--- config.mk ---
export PLATFORM = sky130hd
export DESIGN_NAME = cba_ctrl
export DESIGN_NICKNAME = d
export VERILOG_FILES = /design/src/hdl/cba_pkg.sv /design/src/hdl/cba_ctrl.sv
export SDC_FILE = /design/constraint.sdc
export NUM_CORES = 1
export LEC_CHECK = 0
export ABC_AREA = 1
export BUFFER_PORTS_ARGS = -buffer_cell sky130_fd_sc_hd__buf_2
export CAP_MARGIN = 20
export CORE_AREA = 2 2 39 41
export DETAILED_ROUTE_END_ITERATION = 7
export DIE_AREA = 0 0 41 43
export SETUP_SLACK_MARGIN = 0.05
export SYNTH_ARGS = -nofsm -noshare
export SYNTH_HDL_FRONTEND = slang
export SYNTH_SLANG_ARGS = --single-unit
--- constraint.sdc ---
create_clock -name clock -period 0.95 [get_ports clock]
set_input_delay 0.0475 -clock clock [delete_from_list [all_inputs] [get_ports clock]]
set_output_delay 0.0475 -clock clock [all_outputs]
set_load 0.01 [all_outputs]
--- src/hdl/cba_pkg.sv ---
// types and constants shared by the contiguous block allocator modules
package cba_pkg;

   // field widths
   localparam int OP_W    = 2;
   localparam int DESC_W  = 8;
   localparam int SIZE_W  = 14;
   localparam int STAT_W  = 2;
   localparam int START_W = 10;
   localparam int COUNT_W = 11;
   localparam int NEED_W  = 12;

   // operation codes
   localparam logic [OP_W-1:0] OP_ADD    = 2'd0;
   localparam logic [OP_W-1:0] OP_GET    = 2'd1;
   localparam logic [OP_W-1:0] OP_DEL    = 2'd2;
   localparam logic [OP_W-1:0] OP_DEFRAG = 2'd3;

   // status codes
   localparam logic [STAT_W-1:0] ST_OK       = 2'd0;
   localparam logic [STAT_W-1:0] ST_NOSPACE  = 2'd1;
   localparam logic [STAT_W-1:0] ST_NOTFOUND = 2'd2;

   // cell sizing: 8 kB per cell, at least two cells per allocation
   localparam int                KB_SHIFT  = 3;
   localparam logic [SIZE_W:0]   KB_ROUND  = 15'd7;
   localparam logic [NEED_W-1:0] MIN_CELLS = 12'd2;

   typedef struct packed {
      logic [OP_W-1:0]   operation;
      logic [DESC_W-1:0] descriptor;
      logic [SIZE_W-1:0] size_kb;
   } req_type;

   typedef struct packed {
      logic [STAT_W-1:0]  status;
      logic [START_W-1:0] start_index;
      logic [COUNT_W-1:0] block_count;
   } rsp_type;

   typedef enum logic [2:0] {
      S_CLEAR,
      S_IDLE,
      S_SCAN,
      S_FILL,
      S_REPLY
   } state_type;

   // controller to datapath
   typedef struct packed {
      logic start;
      logic scan;
      logic fill;
      logic load_rsp;
   } cmd_type;

   // datapath to controller
   typedef struct packed {
      logic reject;
      logic scan_done;
      logic go_fill;
      logic fill_done;
   } stat_type;

endpackage

--- src/hdl/cba_ctrl.sv ---
// controller state machine of the contiguous block allocator
module cba_ctrl (
   input  logic              clock,
   input  logic              reset,
   input  logic              req_valid,
   output logic              req_ready,
   input  cba_pkg::stat_type stat,
   input  logic              rsp_busy,
   output cba_pkg::cmd_type  cmd
);
   import cba_pkg::*;

   state_type state_ff;
   state_type state_in;

   // state register, clearing pass first after reset
   always_ff @(posedge clock) begin
      if (reset) begin
         state_ff <= S_CLEAR;
      end else begin
         state_ff <= state_in;
      end
   end

   // next state
   always_comb begin
      state_in = state_ff;
      case (state_ff)
         S_CLEAR: begin
            if (stat.fill_done) state_in = S_IDLE;
         end
         S_IDLE: begin
            if (req_valid) state_in = S_SCAN;
         end
         S_SCAN: begin
            if (stat.reject) begin
               state_in = S_REPLY;
            end else if (stat.scan_done) begin
               state_in = stat.go_fill ? S_FILL : S_REPLY;
            end
         end
         S_FILL: begin
            if (stat.fill_done) state_in = S_REPLY;
         end
         S_REPLY: begin
            if (!rsp_busy) state_in = S_IDLE;
         end
         default: begin
            state_in = S_IDLE;
         end
      endcase
   end

   // outputs
   always_comb begin
      req_ready    = 1'b0;
      cmd          = '0;
      case (state_ff)
         S_CLEAR: begin
            cmd.fill = 1'b1;
         end
         S_IDLE: begin
            req_ready = 1'b1;
            cmd.start = req_valid;
         end
         S_SCAN: begin
            cmd.scan = !stat.reject;
         end
         S_FILL: begin
            cmd.fill = 1'b1;
         end
         S_REPLY: begin
            cmd.load_rsp = !rsp_busy;
         end
         default: begin
            req_ready = 1'b0;
         end
      endcase
   end

endmodule

== Yosys cells after proc, flatten, opt, wreduce, memory -nomap -nowiden ==
Cells that the tools add are included.

* Logic and storage cells: 28
* Input port bits: 8
* Bits in registers: 3
* Output and inout port bits: 5

* Mux-type cells: 13
* Reduce and logical (&&, ||, !) cells: 5
* Eq/ne operators: 9

{| class="wikitable"
|+ Operators with widths
! operator !! count
|-
| 3-bit two-way mux || 7
|-
| 3-bit one-hot mux with 5 select lines || 1
|-
| 2-bit inequality test, second input constant || 4
|-
| 3-bit by 2-bit == test with 1-bit output, second input constant || 2
|-
| 1-bit two-way mux || 5
|-
| 5-bit AND reduction || 1
|-
| 3-bit by 1-bit == test with 1-bit output, second input constant || 1
|-
| 3-bit == test, second input constant || 1
|-
| 3-bit logical NOT || 1
|-
| 3-bit inequality test, second input constant || 1
|-
| 1-bit logical NOT || 2
|-
| 2-bit OR reduction || 1
|}

== Depth between registers and ports, before layout ==
* Depth in word-level cells: 4
* Depth in mapped cells: 9
* Gate-level depth less buffers: 8

== Worst setup path after synthesis ==
No wires, ideal clock.

* Path kind: register -> register
* Start: register state_ff[2]
* End: register state_ff[1]
* Stages on the path, launching flop included: 9
* Period minus slack after synthesis: 1.057 ns
* Data arrival time: 0.944 ns
* Path slack: -0.107 ns
* Path buffers: 0
* Library setup time: 0.113 ns
* Required time: 0.837 ns
* Cells stage by stage: dfxtp_1 -> inv_1 -> nand2_1 -> nor2_2 -> nand2_1 -> nand3_1 -> nor2_2 -> nor2_1 -> nor2_1

* Word-level cells in the longest chain between the ends: 3
* Elaborated cells on any way between the ends: 12
* Classes of those cells: 9 x eq/ne; 1 x mux; 2 x reduce/logical

{| class="wikitable"
|+ RTL lines
! element !! RTL line !! RTL
|-
| from (decl) || cba_ctrl.sv:13 || <nowiki>state_type state_ff;</nowiki>
|-
| from (signal assigned) || cba_ctrl.sv:21 || <nowiki>state_ff <= state_in;</nowiki>
|-
| 3-bit by 2-bit == test with 1-bit output (tied with other cells) || cba_ctrl.sv:28 || <nowiki>case (state_ff)</nowiki>
|-
| 3-bit inequality test (no line) or 2-bit inequality test (tied branches) || n/a ||
|-
| 5-bit AND reduction (no line) || n/a ||
|}

Several ways; a longest one is shown, not always the timed one.
A chain may end at the register's enable or synchronous reset.

==> impl_metrics.env <==
export IMPL_status="finished, violations left"
export IMPL_violations="setup timing"
export IMPL_gp_congestion=0.746
export IMPL_reg2reg_slack_ps=-210
export IMPL_cp_max_fo=8
export IMPL_maxSlewHeadroom_pct=88.4
export IMPL_vias_per_cell=4.14
export IMPL_syn_inst=50
export IMPL_largest_reg_flops=3
export IMPL_p_per_area_nw_per_um2=2790
export IMPL_cts_buffer_depth=2
export IMPL_syn_avg_cell_area_um2=5.73
export IMPL_cts_tree="done"
export IMPL_hold_path_endpoint="state_ff[2]"
export IMPL_drc=0
export IMPL_synth_edf_count=0
export IMPL_grt_pass1_wl_um=1100
export IMPL_finalSetupViolations=8
export IMPL_reg_top3="state_ff: 3 flops"
export IMPL_antenna_diode_count=0
export IMPL_crit_required_ps=900
export IMPL_start_util_pct=20.7
export IMPL_syn_cell_area_um2=287
export IMPL_ys_ff_latch=3
export IMPL_end_kind="primary output"
export IMPL_period_minus_slack_ps=1180
export IMPL_tightestPinTransition_ps=173
export IMPL_die_area_um2=1760
export IMPL_rows=14
export IMPL_min_path_cells=5
export IMPL_worstRegToRegCells=7
export IMPL_clkSlewWorstSetupHoldPaths_ps=30
export IMPL_wl_per_cell_um=8.38
export IMPL_regMostFlops="state_ff"
export IMPL_synthTopCellsByCount="nor2_1 (12), nand2_1 (9), nand3_1 (7), inv_1 (5), nor2_2 (5)"
export IMPL_antenna_found_initial=0
export IMPL_synth_top_area_share_pct=21.0
export IMPL_drtIter0Drc=5
export IMPL_synthFlopType="dfxtp_1"
export IMPL_synth_area_leaders="dfxtp_1 (21%), nor2_1 (16%), nand3_1 (12%)"
export IMPL_synth_largest_area_cell="dfxtp_1"
export IMPL_cts_inserted_buffers=3
export IMPL_hold_start="stat[0]"
export IMPL_maxCapViolations=0
export IMPL_ant_nets=0
export IMPL_grt_start_max_net_pins=9
export IMPL_r2r_end="state_ff[0]"
export IMPL_overflow=0
export IMPL_portBuffers=12
export IMPL_fp_dieH_um=43
export IMPL_final_max_slew_viol_count=0
export IMPL_cp_arrival_ps=1130
export IMPL_hpwl_um=582
export IMPL_hp_class="in2reg"
export IMPL_yosys_warnings=0
export IMPL_clk_latency_ps=220
export IMPL_cts_htree_levels=1
export IMPL_grtUsageTotal_pct=8.93
export IMPL_finalClockSkew_ps=1.53
export IMPL_syn2layout_area_growth_pct=100
export IMPL_clkSinkCount=3
export IMPL_ios=13
export IMPL_final_hold_violation_count=0
export IMPL_yosysMostFrequentCell="nor2_1"
export IMPL_leakage_uw=0.000293
export IMPL_ir_drop_mv=1.05
export IMPL_die_w_um=41
export IMPL_placed_area_um2=414
export IMPL_cts_root_buf="clkbuf_4"
export IMPL_synth_nets=58
export IMPL_yosysSeqAreaShare_pct=21.0
export IMPL_drt_total_wl_um=771
export IMPL_start_kind="register"
export IMPL_fin_crit_sh_pct=124
export IMPL_postLayoutCellArea_um2=574
export IMPL_route_vias_total=381
export IMPL_drt_pass1_iter_count=2
export IMPL_core_area_um2=1380
export IMPL_rsz0062_at_grt="yes"
export IMPL_synth_cell_type_count=13
export IMPL_grt_pass1_vias=318
export IMPL_critical_path_class="reg2out"
export IMPL_drive_above_1_share_pct=61.8
export IMPL_max_freq_ghz=0.849
export IMPL_worstReg2RegStart="state_ff[1]"
export IMPL_async_flop_share_pct=0
export IMPL_final_fill_count=145
export IMPL_final_nets=85
export IMPL_fin_ws_ps=-228
export IMPL_power_uw=1610
[timing repair]
action                                  in CTS  in global routing
endpoints found under the setup margin       8                  8
setup buffers                                2                  1
endpoints found under the hold margin        1                  0
hold buffers                                 1                  0
gates cloned                                 0                  0
resized for setup                           19                  8
pin swaps                                    5                  6
[cells in the final DEF (no fill, tap or decap), drive strengths merged]
cell	synthesis	routed
nand3	7	7
buf	2	23
dfxtp	3	3
nand3b	1	1
dlygate4sd3	0	1
nand2	11	11
nor2	17	17
inv	6	6
nor4	1	1
clkbuf	0	4
o21ai	1	1
a21oi	1	1
[cell type report]
type	instances	area [um2]	area share [%]
clock buffer	4	26.3	4.58
tap	16	20.0	3.49
inverter	6	27.5	4.79
timing repair buffer	24	173	30.1
multi-input combinational	39	256	44.7
sequential	3	71.3	12.4
[worst max path at each step]
| stage | end | from | slack (ps) |
|---|---|---|---|
| after floorplan | state_ff[1] | state_ff[0] | -100 |
| after global placement | state_ff[0] | state_ff[0] | -210 |
| after detailed placement | state_ff[0] | state_ff[0] | -230 |
| after CTS | cmd[0] | state_ff[1] | -250 |
| after global routing | cmd[2] | state_ff[0] | -290 |
| final | cmd[3] | state_ff[1] | -230 |
[worst max-delay path, cell delays in order (launching register included)]
cell	delay, ps
dfxtp_4	360
nand3b_1	190
buf_4	150
nor2_1	70
buf_2	130
[per-stage QoR]
step	utilization [%]	instances	TNS (ps)	hold slack [ps]	setup slack (ps)
6_report	41.5	92	-1490	219	-228
5_1_grt	41.5	92	-2010	245	-292
4_1_cts	38.3	91	-1610	204	-245
3_5_place_dp	29.9	84	-903	224	-232
3_3_place_gp	29.9	84	-820	223	-209
2_1_floorplan	-	50	-235	117	-98.5
[report_power, final]
part / switching [uW] / internal (uW)
clock: 54.7 / 157
sequential: 88.4 / 195
combinational: 530 / 581
total: 673 / 932
[per-layer routing]
metal  vias up  share of wire, %  global-route usage [%]
li1        208                 -                       -
met1       164                43                    9.29
met2         9                51                    15.0
met3         0               5.7                    4.71
met4         0                 0                    2.00
met5         -                 0                       0
[logic make-up after synthesis]
logic type / share of synthesized area [%]
compound gates: 3.49
simple gates: 59.8
buf+inv: 15.7
flops: 21.0
No activity file was read; power rests on OpenSTA's default activity.
